`src/pctdec_pkg.sv`:
```
`timescale 1ns / 1ps
// Shared types, constants and the hex-digit classifier of the percent decoder.
// No dependencies; every other file of the block imports this package.
package pctdec_pkg;

   localparam logic [7:0] PCT_CHAR = 8'h25;
   localparam logic [3:0] HEX_TEN = 4'd10;
   localparam int unsigned ENTRY_BYTES = 3;
   localparam int unsigned QUEUE_DEPTH = 2;

   typedef struct packed {
      logic [7:0] in_byte;
      logic       in_last;
   } req_type;

   typedef struct packed {
      logic [7:0] out_byte;
      logic       out_last;
   } rsp_type;

   // One classified input item: up to three bytes; the last flag belongs to the final byte.
   typedef struct packed {
      logic [1:0]                  count;
      logic                        last;
      logic [ENTRY_BYTES-1:0][7:0] bytes;
   } entry_type;

   typedef struct packed {
      logic full;
      logic empty;
   } queue_status_type;

   typedef struct packed {
      logic       bad;
      logic [3:0] value;
   } hex_type;

   function automatic hex_type hex_of(input logic [7:0] b);
      hex_type h;
      h.bad = 1'b0;
      h.value = 4'd0;
      priority if (b >= 8'h30 && b <= 8'h39) begin
         h.value = 4'(b - 8'h30);
      end else if (b >= 8'h41 && b <= 8'h46) begin
         h.value = 4'(b - 8'h41) + HEX_TEN;
      end else if (b >= 8'h61 && b <= 8'h66) begin
         h.value = 4'(b - 8'h61) + HEX_TEN;
      end else begin
         h.bad = 1'b1;
      end
      return h;
   endfunction

endpackage

```
`src/pctdec_front.sv`:
```
`timescale 1ns / 1ps
// Front end: accepts raw bytes, tracks a pending escape and classifies each
// byte into a queue entry of zero to three output bytes. Depends on pctdec_pkg.
module pctdec_front (
   input  logic                        clock,
   input  logic                        reset,
   input  logic                        req_valid,
   output logic                        req_ready,
   input  pctdec_pkg::req_type         req_payload,
   input  pctdec_pkg::queue_status_type status,
   output logic                        push,
   output pctdec_pkg::entry_type       entry
);
   import pctdec_pkg::*;

   typedef enum logic [1:0] {
      PEND_NONE  = 2'd0,
      PEND_PCT   = 2'd1,
      PEND_DIGIT = 2'd2
   } pend_type;

   pend_type   pend_ff, pend_in;
   logic [7:0] digit_ff, digit_in;
   hex_type    hex_b, hex_p;
   logic       accept;
   logic [1:0] fresh_pos;
   logic       do_fresh;

   assign req_ready = !status.full;
   assign accept    = req_valid && req_ready;
   assign hex_b     = hex_of(req_payload.in_byte);
   assign hex_p     = hex_of(digit_ff);

   always_comb begin
      pend_in     = pend_ff;
      digit_in    = digit_ff;
      entry.count = 2'd0;
      entry.last  = req_payload.in_last;
      entry.bytes = '0;
      do_fresh    = 1'b0;
      fresh_pos   = 2'd0;
      unique case (pend_ff)
         PEND_PCT: begin
            if (!req_payload.in_last && !hex_b.bad) begin
               digit_in = req_payload.in_byte;
               pend_in  = PEND_DIGIT;
            end else begin
               entry.bytes[0] = PCT_CHAR;
               do_fresh       = 1'b1;
               fresh_pos      = 2'd1;
            end
         end
         PEND_DIGIT: begin
            if (!hex_b.bad && !hex_p.bad) begin
               entry.bytes[0] = {hex_p.value, hex_b.value};
               entry.count    = 2'd1;
               pend_in        = PEND_NONE;
            end else begin
               entry.bytes[0] = PCT_CHAR;
               entry.bytes[1] = digit_ff;
               do_fresh       = 1'b1;
               fresh_pos      = 2'd2;
            end
         end
         default: begin
            do_fresh  = 1'b1;
            fresh_pos = 2'd0;
         end
      endcase
      // A fresh byte either becomes a new pending '%' or is passed on as is.
      if (do_fresh) begin
         if (req_payload.in_byte == PCT_CHAR && !req_payload.in_last) begin
            pend_in     = PEND_PCT;
            entry.count = fresh_pos;
         end else begin
            entry.bytes[fresh_pos] = req_payload.in_byte;
            entry.count            = fresh_pos + 2'd1;
            pend_in                = PEND_NONE;
         end
      end
   end

   assign push = accept && (entry.count != 2'd0);

   always_ff @(posedge clock) begin
      if (reset) begin
         pend_ff <= PEND_NONE;
      end else if (accept) begin
         pend_ff <= pend_in;
      end
      if (accept) begin
         digit_ff <= digit_in;
      end
   end

endmodule

```
`src/pctdec_queue.sv`:
```
`timescale 1ns / 1ps
// Two-entry queue of classified entries between the front and back ends.
// Depends on pctdec_pkg.
module pctdec_queue (
   input  logic                         clock,
   input  logic                         reset,
   input  logic                         push,
   input  pctdec_pkg::entry_type        push_entry,
   input  logic                         pop,
   output pctdec_pkg::entry_type        head,
   output pctdec_pkg::queue_status_type status
);
   import pctdec_pkg::*;

   localparam int unsigned PTR_W = $clog2(QUEUE_DEPTH);
   localparam int unsigned CNT_W = $clog2(QUEUE_DEPTH + 1);

   entry_type        mem_ff [QUEUE_DEPTH];
   logic [PTR_W-1:0] wr_ptr_ff, wr_ptr_in;
   logic [PTR_W-1:0] rd_ptr_ff, rd_ptr_in;
   logic [CNT_W-1:0] count_ff, count_in;
   logic             do_push, do_pop;

   assign status.full  = (count_ff == CNT_W'(QUEUE_DEPTH));
   assign status.empty = (count_ff == '0);
   assign do_push      = push && !status.full;
   assign do_pop       = pop && !status.empty;
   assign head         = mem_ff[rd_ptr_ff];

   always_comb begin
      wr_ptr_in = wr_ptr_ff;
      rd_ptr_in = rd_ptr_ff;
      count_in  = count_ff;
      if (do_push) begin
         wr_ptr_in = (wr_ptr_ff == PTR_W'(QUEUE_DEPTH - 1)) ? '0 : wr_ptr_ff + 1'b1;
      end
      if (do_pop) begin
         rd_ptr_in = (rd_ptr_ff == PTR_W'(QUEUE_DEPTH - 1)) ? '0 : rd_ptr_ff + 1'b1;
      end
      if (do_push && !do_pop) begin
         count_in = count_ff + 1'b1;
      end else if (do_pop && !do_push) begin
         count_in = count_ff - 1'b1;
      end
   end

   always_ff @(posedge clock) begin
      if (reset) begin
         wr_ptr_ff <= '0;
         rd_ptr_ff <= '0;
         count_ff  <= '0;
      end else begin
         wr_ptr_ff <= wr_ptr_in;
         rd_ptr_ff <= rd_ptr_in;
         count_ff  <= count_in;
      end
      if (do_push) begin
         mem_ff[wr_ptr_ff] <= push_entry;
      end
   end

endmodule

```
`src/pctdec_back.sv`:
```
`timescale 1ns / 1ps
// Back end: walks the bytes of the head queue entry one per cycle, while the
// receiver is ready, into a registered result stage. Depends on pctdec_pkg.
module pctdec_back (
   input  logic                         clock,
   input  logic                         reset,
   input  pctdec_pkg::entry_type        head,
   input  pctdec_pkg::queue_status_type status,
   output logic                         pop,
   output logic                         rsp_valid,
   input  logic                         rsp_ready,
   output pctdec_pkg::rsp_type          rsp_payload
);
   import pctdec_pkg::*;

   logic [1:0] idx_ff, idx_in;
   logic       rsp_valid_ff, rsp_valid_in;
   rsp_type    rsp_payload_ff, rsp_payload_in;
   logic       load, at_end;

   assign load   = !rsp_valid_ff || rsp_ready;
   assign at_end = (idx_ff == head.count - 2'd1);
   assign pop    = load && !status.empty && at_end;

   always_comb begin
      idx_in         = idx_ff;
      rsp_valid_in   = rsp_valid_ff;
      rsp_payload_in = rsp_payload_ff;
      if (load) begin
         rsp_valid_in = !status.empty;
         if (!status.empty) begin
            rsp_payload_in.out_byte = head.bytes[idx_ff];
            rsp_payload_in.out_last = head.last && at_end;
            idx_in                  = at_end ? 2'd0 : idx_ff + 2'd1;
         end
      end
   end

   always_ff @(posedge clock) begin
      if (reset) begin
         idx_ff       <= 2'd0;
         rsp_valid_ff <= 1'b0;
      end else begin
         idx_ff       <= idx_in;
         rsp_valid_ff <= rsp_valid_in;
      end
      rsp_payload_ff <= rsp_payload_in;
   end

   assign rsp_valid   = rsp_valid_ff;
   assign rsp_payload = rsp_payload_ff;

endmodule

```
`src/percent_decoder_core.sv`:
```
`timescale 1ns / 1ps
// Streaming URL percent decoder.
// Input channel (req_): one raw byte per transfer with a last-of-string flag.
// Output channel (rsp_): one decoded or literal byte per transfer, the final
// byte of each string flagged by out_last.
// A '%' and two hex digits (either case) become one byte. A '%' followed by a
// non-hex byte, or cut short by the end of the string, is passed literally,
// together with any held digit, and the bytes after it are examined again.
// Throughput: one input byte per cycle while each byte yields at most one
// output byte and the receiver is ready; the output side sends one byte per
// cycle, so an input that flushes a held '%' and digit gives two or three
// output bytes; the two-entry queue between classifier and output absorbs that.
// An input's first result passes through the queue register and then the
// output register before it is offered on rsp_.
// Reset clears the pending escape, the queue and the output register.
// When the receiver stalls, the result is held in the output register, the
// queue fills and req_ready drops once both queue entries are taken.
// Depends on pctdec_pkg, pctdec_front, pctdec_queue and pctdec_back.
module percent_decoder_core (
   input  logic                clock,
   input  logic                reset,
   input  logic                req_valid,
   output logic                req_ready,
   input  pctdec_pkg::req_type req_payload,
   output logic                rsp_valid,
   input  logic                rsp_ready,
   output pctdec_pkg::rsp_type rsp_payload
);
   import pctdec_pkg::*;

   entry_type        push_entry, head;
   logic             push, pop;
   queue_status_type status;

   pctdec_front u_front (
      .clock       (clock),
      .reset       (reset),
      .req_valid   (req_valid),
      .req_ready   (req_ready),
      .req_payload (req_payload),
      .status      (status),
      .push        (push),
      .entry       (push_entry)
   );

   pctdec_queue u_queue (
      .clock      (clock),
      .reset      (reset),
      .push       (push),
      .push_entry (push_entry),
      .pop        (pop),
      .head       (head),
      .status     (status)
   );

   pctdec_back u_back (
      .clock       (clock),
      .reset       (reset),
      .head        (head),
      .status      (status),
      .pop         (pop),
      .rsp_valid   (rsp_valid),
      .rsp_ready   (rsp_ready),
      .rsp_payload (rsp_payload)
   );

endmodule

```
`config.mk`:
```
export PLATFORM = sky130hd
export DESIGN_NAME = percent_decoder_core
export DESIGN_NICKNAME = d
export VERILOG_FILES = /design/src/pctdec_pkg.sv /design/src/pctdec_front.sv /design/src/pctdec_queue.sv /design/src/pctdec_back.sv /design/src/percent_decoder_core.sv
export SDC_FILE = /design/constraint.sdc
export NUM_CORES = 1
export LEC_CHECK = 0
export ABC_CLOCK_PERIOD_IN_PS = 6700
export BUFFER_PORTS_ARGS = -buffer_cell sky130_fd_sc_hd__buf_2
export CORE_ASPECT_RATIO = 0.8
export CORE_MARGIN = 5
export CORE_UTILIZATION = 40
export CTS_CLUSTER_DIAMETER = 120
export DETAILED_ROUTE_END_ITERATION = 7
export PLACE_DENSITY_LB_ADDON = 0.15
export SLEW_MARGIN = 5
export SYNTH_ARGS = -nofsm -noshare
export SYNTH_HDL_FRONTEND = slang
export SYNTH_HIERARCHICAL = 1
export SYNTH_SLANG_ARGS = --single-unit
```
`constraint.sdc`:
```
create_clock -name clock -period 6.7 [get_ports clock]
set_input_delay 1.34 -clock clock [delete_from_list [all_inputs] [get_ports clock]]
set_output_delay 1.34 -clock clock [all_outputs]
set_load 0.05 [all_outputs]
```
==> results of run 1 <==
-- stage by stage --
step / power, uW / std cells / hold WS [ps] / instance area (um2) / worst slack [ps]
floorplan: 1106 / 319 / 451.6 / 3995 / 2268
global placement: 1220 / 469 / 474.6 / 4243 / 1712
detailed placement: 1224 / 469 / 483.5 / 4243 / 1568
CTS: 1664 / 485 / 491.8 / 4507 / 1912
global route: 1732 / 485 / 513.9 / 4507 / 1518
finish: 1640 / 485 / 489.7 / 4507 / 1863
-- final cells by class --
class	count	area, um2
Inverter	19	71.32
Fill cell	895	5182
Sequential cell	81	2332
Tap cell	136	170.2
Clock inverter	5	31.28
Timing Repair Buffer	27	145.1
Multi-Input combinational cell	206	1524
Clock buffer	11	232.7
-- metal layers --
metal | track usage | vias to the layer above | part of all wire | wire [um]
li1 | - | 1264 | - | -
met1 | 0.2107 | 1255 | 0.49 | 4125
met2 | 0.2208 | 73 | 0.44 | 3647
met3 | 0.04207 | 6 | 0.059 | 488
met4 | 0.03962 | 0 | 0.0094 | 78
met5 | 0 | - | 0 | 0
-- cell families after synthesis --
group                    after synthesis  share of synthesized area
flip-flops                            81                     0.5838
AO/OA/AOI/OAI                         74                     0.1268
buffers and inverters                 32                    0.03476
adder cells (fa/ha/maj)               10                    0.03132
AND/OR/NAND/NOR                       82                     0.1162
multiplexers                          35                    0.09615
XOR/XNOR                               5                    0.01096
-- sequential cells by signal, summed over array words and instances (netlist names), named ones only --
signal and count:
u_back/idx_ff 2, u_back/rsp_payload 9, u_back/rsp_valid 1, u_front/digit_ff 8, u_front/pend_ff 2, u_queue/count_ff 2, u_queue/mem_ff 54, u_queue/rd_ptr_ff 1
u_queue/wr_ptr_ff 1
-- cell usage after synthesis (3+ instances only) --
master / instances
a211oi_1: 3
a21oi_1: 12
a22o_1: 4
a32o_1: 5
and2_1: 8
and3_1: 4
buf_2: 3
buf_4: 4
clkbuf_1: 6
dfxtp_1: 10
edfxtp_1: 71
ha_1: 10
inv_1: 19
mux2_2: 27
mux2i_1: 8
nand2_1: 21
nand2b_1: 4
nand3_1: 6
nor2_1: 12
nor2b_1: 4
nor3_1: 4
o2111ai_1: 3
o211ai_1: 3
o21ai_0: 14
o21ai_1: 9
or3_1: 4
xor2_1: 4
-- worst max-delay path, cell delays in order --
cell and delay, ps:
buf_2 190, inv_1 90, ha_1 210, o21bai_1 190, a21oi_1 210, o22ai_2 390
and2_1 460, inv_1 180, ha_1 310, nand2b_1 90, o211ai_1 120, a31oi_1 190
inv_1 80, or3_1 360, inv_1 60, buf_4 330
-- power by group through the flow --
stage	Clock, uW	Combinational (uW)	Sequential [uW]
3_5_place_dp	0	489	735
4_1_cts	448	491	725
5_1_grt	472	526	735
2_1_floorplan	0	269	837
3_3_place_gp	0	487	733
6_report	435	483	723
-- how the worst max path moves through the flow --
stage	slack, ps	cells past startpoint	end	start
2_1_floorplan	2270	14	u_queue/mem_ff[0][0]	req_payload[2]
3_3_place_gp	1710	16	u_queue/mem_ff[0][15]	req_payload[1]
3_5_place_dp	1570	16	u_queue/mem_ff[0][15]	req_payload[1]
4_1_cts	1910	16	u_queue/mem_ff[0][1]	req_payload[1]
5_1_grt	1520	16	u_queue/mem_ff[0][1]	req_payload[1]
6_report	1860	16	u_queue/mem_ff[0][15]	req_payload[1]
==> results.md, run 1 <==
* Status: complete, no violations
* I/O pins at 24
* Wirelength, routed at 8.339 mm
* #FFs+latches synth at 81
* Pins Over Slew Limit at 0
* Min-delay worst type: reg2reg
* Post-Syn Nets at 342
* Synthesized netlist cell count at 319
* Fmax at 206.7 MHz
* Final HPWL DP at 5.725 mm
* Antenna diodes at 0
* Post-synth top area cell: edfxtp_1
* Worst r2r src: u_front/digit_ff[0]
* Dominant synthesized flop cell: edfxtp_1
* GPL Wtd Cong at 0.8693
* Post-Syn Area at 3995 um2
* Slew @ Worst Pin at 1240 ps
* H-tree depth at 3
* Synth top area cells: edfxtp_1, mux2_2, dfxtp_1
* Unrepaired setup endpoints after global routing: false
* Vias in the first global route at 2525
* Fin. Hold Viols at 0
* Via/cell ratio at 5.357
* First-pass GRT wire length at 13.61 mm
* Most frequent cells in the layout: edfxtp_1, mux2_2, buf_2
* Final ANT Viol Nets at 0
* Ys Warns at 6
* Die Y at 99.39 um
* Fin nets at 367
* Worst setup SP type: input port
* Number of synthesized flops with an enable pin at 71
* Clock buffer depth at 2
* Port buffer count at 23
* Final setup viols at 0
* Worst R2R End: u_queue/mem_ff[0][15]
* Post-CTS Setup Repair Bufs at 0
* Avg Cell Area, Syn at 12.52 um2
* Number of buffers created by CTS at 9
* Setup TNS at 0 ps
* Worst EP required at 6690 ps
* Worst-path clk slew at 60 ps
* Pint at 1094 uW
* Netlist cell types at 53
* Fin crit period at 4837 ps
* Root Buffer: clkbuf_16
* DIE AREA at 12100 um2
* Setup Skew at 7.537 ps
* Core area at 9689 um2
* Commonest non-fill, non-tap cell in the layout: edfxtp_1
* Critical path peak fanout at 27
* Hold Path Sink: u_queue/wr_ptr_ff
* Post-synthesis sequential area ratio at 0.5838
* Comb power frac at 0.294
* Rel. slew slack at 0.1669
* CTS tree: yes
* Sink Count at 81
* Reg power frac at 0.441
* Final Cycle Share at 0.7220
* Antenna violations before repair at 0
* Critical path class: in2reg
* Flop-to-flop setup slack at 2630 ps
* Routed via count at 2598
* Hold path cells at 2
* Share of cells above drive strength 1 at 0.2063
* Worst-skew pair later-pin latency at 330 ps
* Pwr per Cell Area at 363.9 nW/um2
* CP endpoint kind: flop
* Switching share of power at 0.3327
* GRT overflow at 0
* Peak VDD IR at 119.8 uV
* DRC Markers at 0
* DR iter-0 viols at 159
* Clk pwr share at 0.265
* Static leakage at 0.001603 uW
* FF-to-FF path depth at 15
* FP Rows at 32
* Die Wd at 121.7 um
* Max-cap viol count at 0
* Post-CTS Hold Buffers at 0
* Routed len/inst at 17.19 um
* Post-CTS Resized at 0
* Crit path DAT at 4830 ps
* Starting Density at 0.4123
* Yosys top cell area share at 0.5337
* Overall Global Routing Usage at 0.1476
* Final Core Density at 0.4651
* Router iterations before antenna repair at 4
* Total net switching power at 545.8 uW
* Largest net degree at the start of global routing at 28
* Area delta synth->final at 12.81%
* Asr flop ratio synth at 0
* HP Start: u_queue/wr_ptr_ff
No activity file was read; power rests on OpenSTA's default activity.
==> inputs of run 2 (changes only) <==
--- a/config.mk
+++ b/config.mk
@@ -5,7 +5,7 @@
 export SDC_FILE = /design/constraint.sdc
 export NUM_CORES = 1
 export LEC_CHECK = 0
-export ABC_CLOCK_PERIOD_IN_PS = 6700
+export ABC_CLOCK_PERIOD_IN_PS = 4400
 export BUFFER_PORTS_ARGS = -buffer_cell sky130_fd_sc_hd__buf_2
 export CORE_ASPECT_RATIO = 0.8
 export CORE_MARGIN = 5
==> constraint.sdc (replaced) <==
create_clock -name clock -period 4.4 [get_ports clock]
set_input_delay 0.88 -clock clock [delete_from_list [all_inputs] [get_ports clock]]
set_output_delay 0.88 -clock clock [all_outputs]
set_load 0.05 [all_outputs]
==> results.md, run 2 (synthesis results as in run 1) <==
* Status: complete, no violations
* Hold path cells at 2 (unchanged)
* Fill count at 917 (+2.5%)
* Clk pwr share at 0.287 (+0.022)
* Slew @ Worst Pin at 793.2 ps (-446.9 ps)
* Worst R2R End: u_queue/count_ff[1]
* Static leakage at 0.001649 uW (+2.9%)
* Most frequent cells in the layout: edfxtp_1, mux2_2, buf_2
* Worst EP required at 4420 ps (-2270 ps)
* Total net switching power at 852.4 uW (+56%)
* Starting Density at 0.4123 (unchanged)
* Post-CTS Setup Repair Bufs at 0 (unchanged)
* Area delta synth->final at 15.16%
* Routed len/inst at 16.80 um (-2.3%)
* Antenna violations before repair at 0 (unchanged)
* DRC Markers at 0 (unchanged)
* Pint at 1749 uW (+60%)
* Core area at 9689 um2 (unchanged)
* Setup TNS at 0 ps (unchanged)
* Sink Count at 81 (unchanged)
* Pins Over Slew Limit at 0 (unchanged)
* Commonest non-fill, non-tap cell in the layout: edfxtp_1
* GPL Wtd Cong at 0.8961 (+3.1%)
* Overall Global Routing Usage at 0.1436 (-0.003922)
* Root Buffer: clkbuf_16
* Final Cycle Share at 0.8508
* Number of buffers created by CTS at 9 (unchanged)
* Post-CTS Hold Buffers at 0 (unchanged)
* Rel. slew slack at 0.4701 (+0.3032)
* Critical path class: in2reg
* Critical path peak fanout at 27 (unchanged)
* Reg power frac at 0.427 (-0.014)
* Worst r2r src: u_front/digit_ff[0]
* Final setup viols at 0 (unchanged)
* First-pass GRT wire length at 13.37 mm (-1.8%)
* Port buffer count at 23 (unchanged)
* Final HPWL DP at 5.664 mm (-1.1%)
* Final Core Density at 0.4748 (+0.009685)
* Comb power frac at 0.286 (-0.008)
* Setup Skew at 9.878 ps (+2.340 ps)
* Peak VDD IR at 209.1 uV (+74%)
* I/O pins at 24 (unchanged)
* CTS tree: yes
* Die Y at 99.39 um (unchanged)
* FP Rows at 32 (unchanged)
* Fmax at 267.1 MHz
* Unrepaired setup endpoints after global routing: false
* Max-cap viol count at 0 (unchanged)
* Fin nets at 371 (+1.1%)
* Flop-to-flop setup slack at 1020 ps (-1610 ps)
* Fin crit period at 3743 ps
* Switching share of power at 0.3277 (-0.005052)
* GRT overflow at 0 (unchanged)
* Post-CTS Resized at 0 (unchanged)
* FF-to-FF path depth at 16 (+1)
* Pwr per Cell Area at 565.4 nW/um2 (+55%)
* Vias in the first global route at 2496 (-1.1%)
* Worst setup SP type: input port
* Router iterations before antenna repair at 4 (unchanged)
* Wirelength, routed at 8.215 mm (-1.5%)
* Via/cell ratio at 5.307 (-0.93%)
* H-tree depth at 3 (unchanged)
* Worst-skew pair later-pin latency at 330 ps (about the same)
* Non-Filler Instances at 489 (+0.82%)
* Crit path DAT at 3770 ps (-1060 ps)
* Biggest register: u_queue/mem_ff
* DIE AREA at 12100 um2 (unchanged)
* Fin. Hold Viols at 0 (unchanged)
* Die Wd at 121.7 um (unchanged)
* Hold Path Sink: u_queue/wr_ptr_ff
* DR iter-0 viols at 160 (+0.63%)
* Worst-path clk slew at 60 ps (about the same)
* Share of cells above drive strength 1 at 0.2238 (+0.01749)
* Placed Cells incl. Taps at 473 (+0.85%)
* HP Start: u_queue/wr_ptr_ff
* Antenna diodes at 0 (unchanged)
* Min-delay worst type: reg2reg
* CP endpoint kind: flop
* Largest net degree at the start of global routing at 28 (unchanged)
* Clock buffer depth at 2 (unchanged)
* Largest register FFs at 54 (unchanged)
* Final ANT Viol Nets at 0 (unchanged)
* Routed via count at 2595 (-0.12%)
==> run 2: changes by cell type in the layout (fill, tap and decap cells not counted), sizes merged <==
| cell | previous run | this run |
|---|---|---|
| buf | 27 | 31 |
| clkbuf | 11 | 9 |
| bufinv | 0 | 1 |
| inv | 20 | 21 |
==> run 2: through the flow <==
stage | hold WS [ps] | total power, uW | setup WS (ps) | cell area, um2
finish | 485.0 | 2601 | 656.6 | 4601
global route | 534.6 | 2747 | 413.3 | 4601
CTS | 490.9 | 2637 | 678.3 | 4601
detailed placement | 482.1 | 1885 | 334.6 | 4298
global placement | 473.1 | 1876 | 460.5 | 4298
floorplan | 451.6 | 1684 | 427.7 | 3995
==> run 2: layout make-up <==
cell class | instances | area [um2] | area share
sequential | 81 | 2332 | 0.5069
clock inverter | 7 | 77.57 | 0.01686
clock buffer | 9 | 225.2 | 0.04895
inverter | 19 | 71.32 | 0.01550
timing repair buffer | 31 | 200.2 | 0.04351
multi-input combinational | 206 | 1524 | 0.3312
tap | 136 | 170.2 | 0.03699
==> run 2: routing by layer <==
metal / routed length [um] / track usage / up-vias
met5: 0 / 0 / -
met4: 9 / 0.03876 / 0
met3: 443 / 0.03695 / 3
met2: 3537 / 0.2013 / 73
met1: 4225 / 0.2192 / 1253
li1: - / - / 1266
==> run 2: worst max path at each step <==
stage	from	endpoint	slack, ps	cells after the start
final	req_payload[1]	u_queue/mem_ff[0][17]	660	16
after floorplan	req_payload[2]	u_queue/mem_ff[0][0]	430	14
after global routing	req_payload[2]	u_queue/mem_ff[0][20]	410	16
after detailed placement	req_payload[1]	u_queue/mem_ff[0][15]	330	16
after CTS	req_payload[1]	u_queue/mem_ff[0][17]	680	16
after global placement	req_payload[1]	u_queue/mem_ff[0][15]	460	16
==> run 2: critical path, cell delays in order <==
cell and delay [ps]:
buf_2 190, inv_1 90, ha_1 210, o21bai_1 190, a21oi_1 210, o21bai_2 260
and2_1 240, nand2_1 80, ha_1 270, nand2b_1 90, o211ai_1 110, a31oi_1 190
inv_1 70, or3_1 360, inv_1 110, buf_12 200
==> run 2: power groups by stage <==
stage / Combinational (uW) / Sequential, uW / Clock [uW]
finish: 744 / 1110 / 748
global route: 815 / 1130 / 803
CTS: 757 / 1110 / 766
detailed placement: 755 / 1130 / 0
global placement: 751 / 1130 / 0
floorplan: 410 / 1270 / 0
==> inputs of run 3 (changes only) <==
--- a/config.mk
+++ b/config.mk
@@ -12,7 +12,9 @@
 export CORE_UTILIZATION = 40
 export CTS_CLUSTER_DIAMETER = 120
 export DETAILED_ROUTE_END_ITERATION = 7
+export MAX_ROUTING_LAYER = met4
 export PLACE_DENSITY_LB_ADDON = 0.15
+export SETUP_SLACK_MARGIN = 0.02
 export SLEW_MARGIN = 5
 export SYNTH_ARGS = -nofsm -noshare
 export SYNTH_HDL_FRONTEND = slang
==> results.md, run 3 (synthesis results as in run 1) <==
* Slew @ Worst Pin at 796.1 ps (+2.889 ps)
* Final ANT Viol Nets at 0 (unchanged)
* Clock buffer depth at 2 (unchanged)
* Fill count at 902 (-1.6%)
* Static leakage at 0.001646 uW (-0.16%)
* Pins Over Slew Limit at 0 (unchanged)
* Area of the multi-input gates at 1524 um2 (unchanged)
* CP Launch Point: req_payload[1]
* Commonest non-fill, non-tap cell in the layout: edfxtp_1
* Final setup viols at 0 (unchanged)
* FF/Latch Area at 2332 um2 (unchanged)
* Routed len/inst at 17.12 um (+1.9%)
* Rel. slew slack at 0.4556 (-0.01456)
* Clk pwr share at 0.286 (about the same)
* Unrepaired setup endpoints after global routing: false
* Setup Skew at 6.564 ps (-3.313 ps)
* GPL Wtd Cong at 0.9000 (+0.44%)
* Core area at 9689 um2 (unchanged)
* Antenna violations before repair at 0 (unchanged)
* Crit path DAT at 3750 ps (-20 ps)
* Final HPWL DP at 5.829 mm (+2.9%)
* Wirelength, routed at 8.356 mm (+1.7%)
* Sink Count at 81 (unchanged)
* Worst-skew pair later-pin latency at 330 ps (about the same)
* Worst setup SP type: input port
* Post-CTS Setup Repair Bufs at 0 (unchanged)
* Critical path peak fanout at 27 (unchanged)
* Overall Global Routing Usage at 0.1523 (+0.008678)
* Worst hold slack at 496.0 ps (+11.01 ps)
* Router iterations before antenna repair at 4 (unchanged)
* Starting Density at 0.4123 (unchanged)
* Critical path class: in2reg
* Peak VDD IR at 172.4 uV (-18%)
* Total power at 2604 uW (+0.11%)
* Max-cap viol count at 0 (unchanged)
* Fin. Hold Viols at 0 (unchanged)
* Pwr per Cell Area at 567.6 nW/um2 (+0.39%)
* Worst R2R End: u_queue/mem_ff[1][5]
* Reg power frac at 0.427 (about the same)
* Post-CTS Resized at 0 (unchanged)
* Min-delay worst type: reg2reg
* Switching share of power at 0.3237 (-0.004011)
* Fmax at 268.6 MHz (+0.54%)
* Share of cells above drive strength 1 at 0.2188 (-0.005046)
* Final Cycle Share at 0.8462 (-0.004612)
* I/O pins at 24 (unchanged)
* Most frequent cells in the layout: edfxtp_1, mux2_2, buf_2
* GRT overflow at 0 (unchanged)
* Final Core Density at 0.4735 (-0.001291)
* Die Y at 99.39 um (unchanged)
* Worst-path clk slew at 60 ps (about the same)
* Largest net degree at the start of global routing at 28 (unchanged)
* Number of buffers created by CTS at 9 (unchanged)
* First-pass GRT wire length at 13.81 mm (+3.4%)
* Comb power frac at 0.287 (about the same)
* Port buffer count at 23 (unchanged)
* Post-CTS Hold Buffers at 0 (unchanged)
* Routed via count at 2626 (+1.2%)
* Fin nets at 370 (-0.27%)
* Vias in the first global route at 2636 (+5.6%)
* Biggest register: u_queue/mem_ff
* Worst setup endpoint: u_queue/mem_ff[0][1]
* FF-to-FF path depth at 11 (-5)
* DIE AREA at 12100 um2 (unchanged)
* Fin crit period at 3723 ps (-20.29 ps)
* Root Buffer: clkbuf_16
* Total net switching power at 843.0 uW (-1.1%)
* Worst EP required at 4430 ps (about the same)
* CP endpoint kind: flop
* Setup TNS at 0 ps (unchanged)
* Via/cell ratio at 5.381 (+1.4%)
* H-tree depth at 3 (unchanged)
* Largest register FFs at 54 (unchanged)
* Flop-to-flop setup slack at 980 ps (-40 ps)
* Die Wd at 121.7 um (unchanged)
* Antenna diodes at 0 (unchanged)
* Non-Filler Instances at 488 (-0.20%)
* Status: complete, no violations
* FP Rows at 32 (unchanged)
* DRC Markers at 0 (unchanged)
* DR iter-0 viols at 226 (+41%)
* Area delta synth->final at 14.84%
* Placed Cells incl. Taps at 472 (-0.21%)
* CTS tree: yes
* Pint at 1761 uW (+0.71%)
* Worst r2r src: u_front/digit_ff[0]
[run 3: worst min path at each step]
stage,start,end,depth (start not counted)
after global placement,u_queue/wr_ptr_ff,u_queue/wr_ptr_ff,2
final,u_queue/wr_ptr_ff,u_queue/wr_ptr_ff,2
after CTS,u_queue/wr_ptr_ff,u_queue/wr_ptr_ff,2
after detailed placement,u_queue/wr_ptr_ff,u_queue/wr_ptr_ff,2
after floorplan,u_queue/wr_ptr_ff,u_queue/wr_ptr_ff,2
after global routing,u_queue/rd_ptr_ff,u_queue/rd_ptr_ff,2
[run 3: power groups by stage]
stage	clock network [uW]	logic, uW	registers [uW]
finish	744	748	1110
global route	801	811	1130
CTS	763	760	1110
detailed placement	0	758	1130
global placement	0	750	1130
floorplan	0	410	1270
[run 3: cell type report]
cell class,instances,area share
Inverter,19,0.01554
Timing Repair Buffer,30,0.04200
Sequential cell,81,0.5083
Tap cell,136,0.03709
Multi-Input combinational cell,206,0.3322
Clock inverter,4,0.01118
Clock buffer,12,0.05372
[run 3: metal layers]
| layer | share of wire | vias up | global-route usage |
|---|---|---|---|
| met5 | 0 | - | - |
| met4 | 0.015 | 0 | 0.04393 |
| met3 | 0.061 | 12 | 0.04434 |
| met2 | 0.43 | 76 | 0.2144 |
| met1 | 0.49 | 1262 | 0.2140 |
| li1 | - | 1276 | - |
[run 3: through the flow]
step | cell area [um2] | setup WS (ps)
floorplan | 3995 | 427.7
finish | 4588 | 676.9
global route | 4588 | 384.5
detailed placement | 4290 | 366.7
global placement | 4290 | 456.3
CTS | 4588 | 718.2
[run 3: critical path, cell delays in order]
cell	delay, ps
buf_2	200
inv_1	100
ha_1	220
o21bai_1	160
a21oi_1	200
o21bai_2	260
and2_1	250
nand2_1	80
ha_1	270
nand2b_1	90
o211ai_1	110
a31oi_1	180
inv_1	80
or3_1	370
inv_1	100
buf_12	190
